$ cat src/hw/rtl/stt_pkg.sv
// Shared types, token codes and keyword table for the script token scanner.
`timescale 1ns / 1ps

package stt_pkg;

   localparam int MAX_KEYWORD_LEN = 9;
   localparam int OFFSET_BITS     = 32;
   localparam int LENGTH_BITS     = 8;
   localparam int KW_LEN_BITS     = $clog2(MAX_KEYWORD_LEN + 1);
   localparam int NUM_WORDS       = 14;
   localparam int MAX_TOKS        = 3;

   localparam logic [LENGTH_BITS-1:0] LENGTH_MAX = '1;
   localparam logic [23:0] LINE_MAX = 24'hFFFFFF;
   localparam logic [15:0] COL_MAX  = 16'hFFFF;

   // token kinds
   localparam logic [5:0] K_EOF      = 6'd0;
   localparam logic [5:0] K_UNKNOWN  = 6'd1;
   localparam logic [5:0] K_IDENT    = 6'd2;
   localparam logic [5:0] K_INT      = 6'd3;
   localparam logic [5:0] K_FLOAT    = 6'd4;
   localparam logic [5:0] K_BOOL     = 6'd5;
   localparam logic [5:0] K_NIL      = 6'd6;
   localparam logic [5:0] K_NATIVE   = 6'd7;
   localparam logic [5:0] K_FUNCTION = 6'd8;
   localparam logic [5:0] K_FUNCS    = 6'd9;
   localparam logic [5:0] K_RETURN   = 6'd10;
   localparam logic [5:0] K_INIT     = 6'd11;
   localparam logic [5:0] K_MAIN     = 6'd12;
   localparam logic [5:0] K_LOCAL    = 6'd13;
   localparam logic [5:0] K_WHILE    = 6'd14;
   localparam logic [5:0] K_IF       = 6'd15;
   localparam logic [5:0] K_ELIF     = 6'd16;
   localparam logic [5:0] K_ELSE     = 6'd17;
   localparam logic [5:0] K_PLUS     = 6'd18;
   localparam logic [5:0] K_MINUS    = 6'd19;
   localparam logic [5:0] K_STAR     = 6'd20;
   localparam logic [5:0] K_SLASH    = 6'd21;
   localparam logic [5:0] K_PERCENT  = 6'd22;
   localparam logic [5:0] K_ASSIGN   = 6'd23;
   localparam logic [5:0] K_EQ       = 6'd24;
   localparam logic [5:0] K_NOT      = 6'd25;
   localparam logic [5:0] K_NE       = 6'd26;
   localparam logic [5:0] K_GT       = 6'd27;
   localparam logic [5:0] K_GE       = 6'd28;
   localparam logic [5:0] K_LT       = 6'd29;
   localparam logic [5:0] K_LE       = 6'd30;
   localparam logic [5:0] K_AND      = 6'd31;
   localparam logic [5:0] K_OR       = 6'd32;
   localparam logic [5:0] K_LPAREN   = 6'd33;
   localparam logic [5:0] K_RPAREN   = 6'd34;
   localparam logic [5:0] K_LBRACE   = 6'd35;
   localparam logic [5:0] K_RBRACE   = 6'd36;
   localparam logic [5:0] K_COMMA    = 6'd37;
   localparam logic [5:0] K_SEMI     = 6'd38;

   typedef enum logic [2:0] {
      M_IDLE, M_MINUS, M_COMMENT, M_NUMBER, M_NUMDOT, M_FLOAT, M_IDENT, M_OP
   } mode_type;

   typedef struct packed {
      mode_type                               mode;
      logic [7:0]                             pending;
      logic [OFFSET_BITS-1:0]                 byte_off;
      logic [OFFSET_BITS-1:0]                 tok_start;
      logic [OFFSET_BITS-1:0]                 dot_off;
      logic [23:0]                            cur_line;
      logic [23:0]                            tok_line;
      logic [15:0]                            cur_col;
      logic [15:0]                            tok_col;
      logic [15:0]                            dot_col;
      logic [LENGTH_BITS-1:0]                 run_len;
      logic [MAX_KEYWORD_LEN-1:0][7:0]        prefix;
      logic [31:0]                            mag;
      logic                                   neg;
      logic                                   ovf_flag;
   } lex_state_type;

   localparam lex_state_type STATE_RESET = '{
      mode: M_IDLE, pending: '0, byte_off: '0, tok_start: '0, dot_off: '0,
      cur_line: 24'd1, tok_line: 24'd1, cur_col: 16'd1, tok_col: 16'd1,
      dot_col: 16'd1, run_len: '0, prefix: '0, mag: '0, neg: 1'b0,
      ovf_flag: 1'b0};

   typedef struct packed {
      logic [5:0]  kind;
      logic [31:0] offset;
      logic [7:0]  length;
      logic [23:0] line;
      logic [15:0] column;
      logic [31:0] ival;
      logic        bval;
      logic        ovf;
   } tok_type;

   typedef tok_type [MAX_TOKS-1:0] tok_vec_type;

   typedef struct packed {
      tok_type tok;
      logic    last;
   } out_tok_type;

   typedef struct packed {
      logic       valid;
      logic [1:0] count;
   } push_type;

   // keyword text is right-aligned: byte i of a word sits at byte (len-1-i)
   typedef struct packed {
      logic [MAX_KEYWORD_LEN*8-1:0] text;
      logic [KW_LEN_BITS-1:0]       len;
      logic [5:0]                   kind;
      logic                         bval;
   } word_type;

   localparam word_type WORD_TABLE [NUM_WORDS] = '{
      '{text: "native",    len: KW_LEN_BITS'(6), kind: K_NATIVE,   bval: 1'b0},
      '{text: "function",  len: KW_LEN_BITS'(8), kind: K_FUNCTION, bval: 1'b0},
      '{text: "functions", len: KW_LEN_BITS'(9), kind: K_FUNCS,    bval: 1'b0},
      '{text: "return",    len: KW_LEN_BITS'(6), kind: K_RETURN,   bval: 1'b0},
      '{text: "init",      len: KW_LEN_BITS'(4), kind: K_INIT,     bval: 1'b0},
      '{text: "main",      len: KW_LEN_BITS'(4), kind: K_MAIN,     bval: 1'b0},
      '{text: "local",     len: KW_LEN_BITS'(5), kind: K_LOCAL,    bval: 1'b0},
      '{text: "while",     len: KW_LEN_BITS'(5), kind: K_WHILE,    bval: 1'b0},
      '{text: "if",        len: KW_LEN_BITS'(2), kind: K_IF,       bval: 1'b0},
      '{text: "elif",      len: KW_LEN_BITS'(4), kind: K_ELIF,     bval: 1'b0},
      '{text: "else",      len: KW_LEN_BITS'(4), kind: K_ELSE,     bval: 1'b0},
      '{text: "true",      len: KW_LEN_BITS'(4), kind: K_BOOL,     bval: 1'b1},
      '{text: "false",     len: KW_LEN_BITS'(5), kind: K_BOOL,     bval: 1'b0},
      '{text: "nil",       len: KW_LEN_BITS'(3), kind: K_NIL,      bval: 1'b0}
   };

endpackage

$ cat src/hw/rtl/stt_outbuf.sv
// Three-entry result buffer that drains the tokens of one byte in order.
`timescale 1ns / 1ps

module stt_outbuf (
   input  logic                 clock,
   input  logic                 reset,
   input  stt_pkg::push_type    push,
   input  stt_pkg::tok_vec_type toks,
   input  logic                 rsp_stall,
   output logic                 rsp_valid,
   output stt_pkg::out_tok_type head,
   output logic                 can_accept
);
   import stt_pkg::*;

   out_tok_type [MAX_TOKS-1:0] q_ff, q_in;
   logic [1:0]                 cnt_ff, cnt_in;
   logic                       pop;

   assign rsp_valid  = cnt_ff != 2'd0;
   assign head       = q_ff[0];
   assign pop        = rsp_valid && !rsp_stall;
   // new byte only when the buffer is empty or empties this cycle
   assign can_accept = (cnt_ff == 2'd0) || (cnt_ff == 2'd1 && pop);

   always_comb begin
      int i;
      q_in   = q_ff;
      cnt_in = cnt_ff;
      if (pop) begin
         for (i = 0; i < MAX_TOKS - 1; i++) q_in[i] = q_ff[i+1];
         cnt_in = cnt_ff - 2'd1;
      end
      if (push.valid) begin
         for (i = 0; i < MAX_TOKS; i++) begin
            q_in[i].tok  = toks[i];
            q_in[i].last = (2'(i) == push.count - 2'd1);
         end
         cnt_in = push.count;
      end
   end

   always_ff @(posedge clock) begin
      if (reset) cnt_ff <= 2'd0;
      else cnt_ff <= cnt_in;
   end

   always_ff @(posedge clock) begin
      q_ff <= q_in;
   end

endmodule

$ cat config.mk
export PLATFORM = sky130hd
export DESIGN_NAME = stt_outbuf
export DESIGN_NICKNAME = d
export VERILOG_FILES = /design/src/hw/rtl/stt_pkg.sv /design/src/hw/rtl/stt_outbuf.sv
export SDC_FILE = /design/constraint.sdc
export NUM_CORES = 1
export LEC_CHECK = 0
export BUFFER_PORTS_ARGS = -buffer_cell sky130_fd_sc_hd__buf_2
export CAP_MARGIN = 20
export CELL_PAD_IN_SITES_DETAIL_PLACEMENT = 0
export CELL_PAD_IN_SITES_GLOBAL_PLACEMENT = 1
export CORE_MARGIN = 4
export CORE_UTILIZATION = 43
export CTS_BUF_LIST = sky130_fd_sc_hd__clkbuf_4
export DETAILED_ROUTE_END_ITERATION = 6
export HOLD_SLACK_MARGIN = 0.05
export PLACE_DENSITY_LB_ADDON = 0.1
export SLEW_MARGIN = 20
export SYNTH_ARGS = -nofsm -noshare
export SYNTH_HDL_FRONTEND = slang
export SYNTH_SLANG_ARGS = --single-unit
$ cat constraint.sdc
create_clock -name clock -period 18.57 [get_ports clock]
set_input_delay 0.9285 -clock clock [delete_from_list [all_inputs] [get_ports clock]]
set_output_delay 0.9285 -clock clock [all_outputs]
set_load 0.05 [all_outputs]
* Word-level counts from Yosys, hierarchy flattened
Index checks and enable logic that the tools add are counted.
** Storage, ports and cells
- Input bits :: 366
- Word-level logic and storage cells :: 45
- Bits in registers :: 365
** Operators by class
- Mux-type cells :: 4
- Equality and inequality tests :: 3
- Reduce and logical (&&, ||, !) cells :: 8
- Add/subtract/negate cells :: 2
** Operator list (count)
- 242-bit two-way mux :: 2
- 2-bit zero test :: 2
- 2-bit two-way mux :: 2
- 2-bit nonzero test :: 2
- 2-bit by 1-bit subtractor with 2-bit output (second input constant) :: 2
- 1-bit by 2-bit == test with 1-bit output (first input constant) :: 1
- 2-bit by 1-bit == test with 1-bit output (second input constant) :: 1
- 2-bit == test (first input constant) :: 1
- 1-bit logical AND :: 2
- 1-bit zero test :: 1
- 1-bit logical OR :: 1

* Depth between registers and ports, before layout
Gate-level depths: netlist of run 1.
- Depth in word-level cells :: 4
- Mapped depth :: 5
- Mapped depth without buffers :: 5

* Worst setup path before layout of run 1
OpenSTA, ideal clock, no wires.
- Path type :: input to register
- Start point :: input port rsp_stall
- End point :: register q_ff (netlist bit head[0]), enable pin
- Buffers on the path :: 0
- Setup slack :: 5658 ps
- Stages on the path :: 1
- Arrival :: 12017 ps
- Setup time :: 894 ps
- Cells stage by stage :: o21bai_1
** On the way
- Word-level cells in the longest chain between the ends :: 3
** RTL lines
- from (decl) :: line stt_outbuf.sv:9 : input logic rsp_stall,
- 1-bit zero test :: line stt_outbuf.sv:22 : assign pop = rsp_valid && !rsp_stall;
- 1-bit logical AND :: line stt_outbuf.sv:22
- 2-bit nonzero test (no line)
- to (signal assigned) :: line stt_outbuf.sv:49 : q_ff <= q_in;
- to (decl) :: line stt_outbuf.sv:16 : out_tok_type [MAX_TOKS-1:0] q_ff, q_in;
No other way between the ends.
A chain may end at the register's enable or synchronous reset.

==> results of run 1 <==
[path summary, 6_finish.rpt]
| kind | startpoint | to | slack, ns | depth (start not counted) |
|---|---|---|---|---|
| setup reg to reg | cnt_ff[0]$_SDFFE_PP0P_ | q_ff[165]$_DFFE_PP_ | 16.33 | 4 |
| hold reg to reg | q_ff[341]$_DFFE_PP_ | q_ff[220]$_DFFE_PP_ | 0.51 | 1 |
| hold / removal | toks[258] | q_ff[261]$_DFFE_PP_ | 0.34 | 1 |
| setup / recovery | push[2] | head[68]$_DFFE_PP_ | 15.20 | 4 |
[metal layers]
metal | track usage (%) | up-vias
li1 | - | 3835
met1 | 18.63 | 3834
met2 | 29.91 | 363
met3 | 8.827 | 63
met4 | 8.151 | 16
met5 | 0 | -
[logic make-up after synthesis]
family,after synthesis,share of synthesized area [%]
compound gates,9,0.3950
fa+ha+maj,2,0.1681
buf+inv,155,7.564
flops,365,73.49
mux,240,18.15
simple gates,6,0.2354
[power groups by stage]
stage / clock, uW / combinational [uW] / sequential [uW]
6_report: 744 / 257 / 1020
5_1_grt: 832 / 273 / 1020
4_1_cts: 779 / 261 / 1020
3_5_place_dp: 0 / 260 / 1040
3_3_place_gp: 0 / 258 / 1030
2_1_floorplan: 0 / 208 / 1050
[final cells by class]
cell class / count / area, um2
fillers: 2918 / 15620
flip-flops and latches: 365 / 10940
multi-input cells: 257 / 2833
repair buffers: 494 / 2510
clock buffers: 163 / 1224
well taps: 448 / 560.5
clock inverters: 19 / 125.1
diodes: 12 / 30.03
inverters: 6 / 22.52
[registers in the layout, summed over array words and instances, names as in the netlist]
name / flops
q_ff: 242
head: 121
cnt_ff: 2
[layout by cell type, fill, tap and decap left out, drive strengths merged, types with 2 or more instances in the layout]
cell	synthesis	routed
nand2	2	2
inv	6	8
ha	2	2
clkinv	0	15
diode	0	12
bufinv	0	2
buf	149	494
clkbuf	0	163
mux2	240	240
dfxtp	2	2
a21o	2	2
o21ai	2	2
edfxtp	363	363
[per-stage QoR]
step	hold WS, ns	cell area [um2]	utilization, %	total power (uW)
global route	0.2444	18240	53.86	2130
CTS	0.2385	18220	53.78	2058
global placement	0.5254	16870	49.80	1292
finish	0.3434	18250	53.87	2019
floorplan	0.5246	14890	-	1254
detailed placement	0.5319	16870	49.80	1295
[Yosys cell counts, drive strengths merged]
cell / n / share of area [%]
a21oi: 1 / 0.034
mux2: 240 / 18
o21bai: 1 / 0.050
o21ai: 2 / 0.067
nand2: 2 / 0.050
dfxtp: 2 / 0.27
or3: 1 / 0.042
inv: 6 / 0.15
ha: 2 / 0.17
or4: 1 / 0.050
o22ai: 1 / 0.042
edfxtp: 363 / 73
a211o: 1 / 0.059
buf: 149 / 7.4
nand3b: 1 / 0.050
and2: 1 / 0.042
a21o: 2 / 0.10
a31oi: 1 / 0.042
[critical path, delay by kind of cell]
family,cells,cell delay [ns]
buf+inv,3,2.32
mux,1,0.42
==> metrics, run 1 <==
sw frac 25.13%; postcts setup bufs 0; Hold Buf Count CTS 0; Tot GR Track Use 17.73%; Detail Placement HPWL 24130 um; chip height 194.1 um; met3 WL 3517 um; HP Class in -> reg; Tightest Pin Transition 1.136 ns; final setup fails 0; Via Count 8111; Final Hold Vio Count 0; row cnt 67; Slew Limit Fails 0; crit path kind in -> reg; startpoint types input port; share of cells above drive strength 1 69.25%; first-pass GRT wire length 50680 um; P_int 1511 uW; clock transition at the registers of the reported paths 0.07 ns; Setup crit end kind register; CP Cell Sequence buf_8 > buf_4 > buf_4 > mux2_2; FMAX 297.1 MHz; Max Cap Viol 0; Worst path slowest cell buf_4; sequential area share after synthesis 73.49%; yosys warns 0; Syn Area/Cell 19.16 um2; worst vdd ir 0.00006438 V; Top Metal Used met5; PortBufs 488; worst stage delay on the critical path 0.91 ns; syn_nets 1145; Setup TNS 0 ns; Starting Density 43.96%; CTS sink count 365; Root Driver clkbuf_4; Via-to-Cell Ratio 4.598; crit-path most repeated cell buf_4; Layout Area Growth over Synthesis 22.55%; clock skew 0.04290 ns; Net Switching 507.3 uW; pin count of the biggest net entering global routing 189; Finished Layout Cells 1764; Final Cycle Share 18.13%; Clk pwr share 36.9%; RSZ-0062 raised after global routing false; clock latency on the worst-skew pair 0.76 ns; M1 WL 12460 um; grt total ovfl 0; final setup margin 15.20 ns; Leakage 0.007385 uW; Iter 0 DRT Violations 366; I/O pin count 489; met2 wire length 17550 um; Critical Path RT 19.04 ns; gp weighted congestion 0.8102; initial antenna violation count 18; WL final 34560 um; Final ANT Viol Nets 0; Synth Cell Area 14890 um2; Routed wire per std cell 19.59 um; TritonRoute pass-1 iters 4; Nets 1592; die area 37670 um2; H-tree level count 3; cts repair resizes 0; Cells after Synth 777; Pwr per Cell Area 110.6 nW/um2; status completed; combinational share of power 12.7%; Slew Limit Headroom 24.28%; DRC 0; pre-CTS WS 14.42 ns; worst-path fanout max 114; Yosys reg bits 365; chip width 194.1 um; placed cells 1570; share of power burned in registers 50.4%; clock buffer depth 3; post-synthesis cell type count 19; total CTS buffers 100; TritonCTS clock tree done; vias in the first global route 8566; fin crit period 3.366 ns; CORE AREA 33870 um2; Data arrival, critical path 3.84 ns
Power figures use the tool's default switching activity.
==> run 2, diff against run 1 <==
Settings changed: CORE_UTILIZATION 43 to 39.
Clock period 18.57 ns to 3 ns, I/O delays scaled along.
==> run 2 against run 1 <==
The flow now stops in clock tree synthesis (4_1_cts). Synthesized cell count stayed put. Synthesized area stayed put.
==> metrics, run 2 <==
status did not finish; Exit stage clock tree synthesis (4_1_cts); tool error [ERROR RSZ-0060] Max buffer count reached.; Hold Buf Count CTS 363; most instantiated cells after synthesis edfxtp_1 (363), mux2_2 (240), buf_4 (143); PortBufs 488; syn_nets 1145; gp weighted congestion 0.7597; mux contribution to synthesized area 18.15%; Starting Density 39.53%; CTS sink count 365; cts repair resizes 0; count leader, synth edfxtp_1; Yosys reg bits 365; area share of fa/ha/maj cells after synthesis 0.1681%; post-synthesis cell type count 19; post-synth top area share 73.22%; Root Driver clkbuf_4; clock buffer depth 3; Post-synth EDFFs 363; Syn Area/Cell 19.16 um2; Cells after Synth 777; chip width 203.4 um; Synth area leaders edfxtp_1 (73%), mux2_2 (18%), buf_4 (7.2%); Synth area leader edfxtp_1; largest family of logic cells by synthesized area multiplexers; Async SR Flop Fraction 0%; Compound-Gate Fraction of Synth Area 0.3950%; row cnt 71; total CTS buffers 98; Synth Area in Simple Gates 0.2353%; Synth Area in XOR/XNOR 0%; Synth Cell Area 14890 um2; H-tree level count 3; postcts setup bufs 0; prevailing post-synth register cell edfxtp_1; chip height 203.4 um; sequential area share after synthesis 73.49%; yosys warns 0; Detail Placement HPWL 24810 um; I/O pin count 489
## run 2: kinds of logic after synthesis
| logic type | count (synthesis) |
|---|---|
| AO/OA/AOI/OAI | 9 |
| adder cells (fa/ha/maj) | 2 |
| buffers and inverters | 155 |
| flip-flops | 365 |
| multiplexers | 240 |
| AND/OR/NAND/NOR | 6 |
## run 2: through the flow
step                utilization, %  instances  hold slack [ns]  area [um2]  setup WS, ns
global placement             45.24       1637           0.3255       17040        0.9897
detailed placement           45.24       1637           0.3191       17040        0.9762
floorplan                        -        777           0.2117       14910        -1.608
==> run 3, diff against run 2 <==
Settings changed: CELL_PAD_IN_SITES_DETAIL_PLACEMENT 0 to unset, CELL_PAD_IN_SITES_GLOBAL_PLACEMENT 1 to unset, CORE_UTILIZATION 39 to 28, CTS_BUF_LIST sky130_fd_sc_hd__clkbuf_4 to unset, HOLD_SLACK_MARGIN 0.05 to unset, PLACE_DENSITY_LB_ADDON 0.1 to 0.15.
Clock period 3 ns to 3.9 ns, I/O delays scaled along.
==> run 3 against run 2 <==
The run now ends clean.
==> metrics, run 3 (same netlist as run 1, synthesis figures left out) <==
Setup crit end kind register; P_int 7608 uW; die area 56930 um2; Root Driver clkbuf_16; Iter 0 DRT Violations 388; WL final 38920 um; Leakage 0.008743 uW; grt total ovfl 0; sw frac 25.15%; vias in the first global route 10110; PortBufs 488; row cnt 84; crit path kind reg -> reg; Clk pwr share 37.1%; Slew Limit Fails 0; Detail Placement HPWL 25490 um; first-pass GRT wire length 58090 um; Nets 1900; CTS sink count 365; Setup TNS 0 ns; gp weighted congestion 0.7182; DRC 0; most frequent cells in the layout buf_2 (487), edfxtp_1 (363), dlygate4sd3_1 (363), mux2_2 (240), clkbuf_16 (43); Most flops, register q_ff; clock transition at the registers of the reported paths 0.06 ns; worst-path fanout max 6; Final Cycle Share 47.20%; clock skew 0.01153 ns; Final Hold Vio Count 0; share of cells above drive strength 1 50.80%; startpoint types register; chip height 238.6 um; H-tree level count 2; most common cell after layout, fill and taps aside buf_2; chip width 238.6 um; worst vdd ir 0.0002817 V; Tot GR Track Use 13.14%; fin crit period 1.841 ns; FMAX 543.2 MHz; TritonCTS clock tree done; Starting Density 28.33%; final setup fails 0; clock latency on the worst-skew pair 0.55 ns; I/O pin count 489; pin count of the biggest net entering global routing 116; fillers 4867; Routed wire per std cell 17.24 um; share of power burned in registers 47.7%; status completed; Critical Path RT 4.39 ns; initial antenna violation count 7; Via-to-Cell Ratio 4.075; Layout Area Growth over Synthesis 48.92%; Tightest Pin Transition 0.8897 ns; Data arrival, critical path 2.33 ns; Largest register FFs 242; combinational share of power 15.2%; Final ANT Viol Nets 0; Net Switching 2557 uW; total CTS buffers 43; Via Count 9202; clock buffer depth 3; HP Class in -> reg; RSZ-0062 raised after global routing false; Max Cap Viol 0; Pwr per Cell Area 458.5 nW/um2; CORE AREA 52550 um2; Slew Limit Headroom 40.69%; TritonRoute pass-1 iters 4; fin util 42.19%
[run 3: final cells by class]
cell class,count,area (um2),share of cell area [%]
antenna,3,7.507,0.03386
clock buffer,56,1125,5.073
clock inverter,24,172.7,0.7788
inverter,6,22.52,0.1016
multi-input combinational,257,2845,12.83
sequential,365,10940,49.35
tap,688,860.8,3.883
timing repair buffer,859,6196,27.95
[run 3: layer usage]
| metal | routed length [um] | part of all wire (%) | global-route usage, % | vias up |
|---|---|---|---|---|
| met4 | 999 | 2.6 | 4.538 | 6 |
| met2 | 19150 | 49 | 22.57 | 329 |
| met5 | 41 | 0.11 | 0 | - |
| met3 | 3027 | 7.8 | 4.384 | 71 |
| li1 | - | - | - | 4378 |
| met1 | 15700 | 40 | 15.46 | 4418 |
[run 3: critical path, cell delays in order, from the launching register on]
cell           delay, ns
dfxtp_1             0.31
inv_1               0.08
ha_4                0.20
or3_1               0.34
a21o_1              0.18
a21oi_1             0.12
dlygate4sd3_1       0.55
[run 3: final timing paths]
path / from / endpoint / slack [ns] / cells after the start
worst min register to register: q_ff[291]$_DFFE_PP_ / q_ff[170]$_DFFE_PP_ / 0.53 / 1
worst max-delay path: cnt_ff[1]$_SDFFE_PP0P_ / cnt_ff[0]$_SDFFE_PP0P_ / 2.06 / 6
worst max register to register: cnt_ff[1]$_SDFFE_PP0P_ / cnt_ff[0]$_SDFFE_PP0P_ / 2.06 / 6
worst min-delay path: toks[148] / q_ff[150]$_DFFE_PP_ / 0.04 / 2
[run 3: metrics by stage]
stage	total power, uW	std cells	setup WS, ns	hold slack (ns)	cell area (um2)
2_1_floorplan	5917	777	-0.7084	0.2567	14910
3_3_place_gp	6181	1812	1.640	0.3724	17230
3_5_place_dp	6202	1812	1.636	0.3731	17230
4_1_cts	10370	2255	2.058	0.02188	22160
5_1_grt	10630	2257	1.963	0.04358	22170
6_report	10160	2258	2.059	0.03777	22170
[run 3: timing repair]
action,CTS,global route
hold buffers,363,0
resized for setup,0,0
setup buffers,0,0
hold endpoints to repair,364,0
[run 3: power groups by stage]
stage          clock, uW  combinational [uW]  sequential, uW
6_report            3770                1550            4850
5_1_grt             4100                1650            4890
4_1_cts             3940                1570            4860
3_5_place_dp           0                1260            4940
3_3_place_gp           0                1250            4930
2_1_floorplan          0                 996            4920
==> run 4, diff against run 3 <==
Clock period 3.9 ns to 1.9 ns, I/O delays scaled along.
==> run 4 against run 3 <==
Sequential cell count is the same. Combinational power grew 110%. Critical path depth down 1. Highest routed layer unchanged. Clock power is 100% higher. Sequential power grew 110%. Cell count up 0.75%. Utilization is 0.50 points higher. Largest power group unchanged. Largest cell class unchanged.
==> metrics, run 4 (same netlist as run 1, synthesis figures left out) <==
worst-path fanout max 6; Setup TNS 0 ns; fin util 42.69%; final setup margin 0.06795 ns; Largest register FFs 242; grt total ovfl 0; HP Class in -> reg; status completed; first-pass GRT wire length 58710 um; Nets 1922; Layout Area Growth over Synthesis 50.67%; clock buffer depth 3; Setup crit end kind register; post-route cell area 22430 um2; Iter 0 DRT Violations 394; most frequent cells in the layout buf_2 (487), dlygate4sd3_1 (365), edfxtp_1 (363), mux2_2 (240), clkbuf_16 (45); CORE AREA 52550 um2; Final ANT Viol Nets 0; H-tree level count 2; final setup fails 0; Final Cycle Share 96.42%; Routed wire per std cell 17.54 um; Data arrival, critical path 2.33 ns; Leakage 0.008891 uW; clock latency on the worst-skew pair 0.55 ns; Tightest Pin Transition 0.5189 ns; fin crit period 1.832 ns; sw frac 24.82%; share of cells above drive strength 1 51.55%; CTS sink count 365; P_int 15680 uW; I/O pin count 489; Via Count 9309; worst vdd ir 0.0005833 V; share of power burned in registers 47.8%; die area 56930 um2; TritonCTS clock tree done; row cnt 84; TritonRoute pass-1 iters 4; Most flops, register q_ff; Root Driver clkbuf_16; pin count of the biggest net entering global routing 61; chip height 238.6 um; Starting Density 28.33%; Final Hold Vio Count 0; Detail Placement HPWL 27280 um; Max Cap Viol 0; Slew Limit Fails 0; PortBufs 488; Pwr per Cell Area 929.6 nW/um2; startpoint types register; Net Switching 5176 uW; clock skew 0.01958 ns; chip width 238.6 um; combinational share of power 15.7%; FMAX 545.8 MHz; most common cell after layout, fill and taps aside buf_2; Clk pwr share 36.5%; Via-to-Cell Ratio 4.092; WL final 39910 um; initial antenna violation count 4; vias in the first global route 10150; Critical Path RT 2.40 ns; total CTS buffers 42; RSZ-0062 raised after global routing false; DRC 0; Slew Limit Headroom 65.29%; clock transition at the registers of the reported paths 0.06 ns; pre-CTS WS 0.3253 ns; instance area at placement 17490 um2; gp weighted congestion 0.7464; Tot GR Track Use 13.34%; crit path kind reg -> reg
run 4: per-layer routing:
metal	vias up	share of wire [%]	wire length, um	track usage, %
met5	-	0.030	12	0
met4	2	2.6	1053	4.538
met3	77	8.1	3234	4.280
met2	343	48	19210	22.23
met1	4487	41	16410	16.43
li1	4400	-	-	-
run 4: power groups by stage:
stage               combinational [uW]  sequential [uW]  clock, uW
finish                            3280             9970       7610
global route                      3480            10000       8260
CTS                               3320             9980       7940
detailed placement                2690            10100          0
global placement                  2670            10100          0
floorplan                         2040            10100          0
run 4: final timing paths:
kind / depth (start not counted) / from / endpoint / slack (ns)
max: 5 / cnt_ff[0]$_SDFFE_PP0P_ / cnt_ff[1]$_SDFFE_PP0P_ / 0.07
min: 4 / rsp_stall / cnt_ff[0]$_SDFFE_PP0P_ / 0.04
max reg2reg: 5 / cnt_ff[0]$_SDFFE_PP0P_ / cnt_ff[1]$_SDFFE_PP0P_ / 0.07
min reg2reg: 1 / q_ff[126]$_DFFE_PP_ / head[5]$_DFFE_PP_ / 0.54
run 4: critical path, cell delays in order (launching register included):
cell and delay [ns]:
dfxtp_2 0.35, inv_2 0.05, ha_4 0.17, or4_4 0.51
a31oi_1 0.16, dlygate4sd3_1 0.55
run 4: repair_timing:
| item | in CTS | in global routing |
|---|---|---|
| buffers inserted | 0 | 0 |
| endpoints found under the setup margin | 0 | 2 |
| gates resized for setup | 0 | 2 |
| endpoints found under the hold margin | 368 | 0 |
| hold buffers | 366 | 0 |
run 4: cell type report:
class,instances,area [um2]
clock inverter,16,100.1
multi-input combinational,257,2849
inverter,6,22.52
tap,688,860.8
fill,4785,30120
clock buffer,59,1179
sequential,365,10940
antenna,2,5.005
timing repair buffer,882,6474
run 4: metrics by stage:
step | cells | hold WS, ns | total power, uW
after floorplan | 777 | 0.1567 | 12150
after global placement | 1833 | 0.2650 | 12800
after detailed placement | 1833 | 0.2715 | 12830
after CTS | 2274 | 0.07379 | 21240
after global routing | 2274 | 0.06932 | 21780
final | 2275 | 0.04405 | 20850
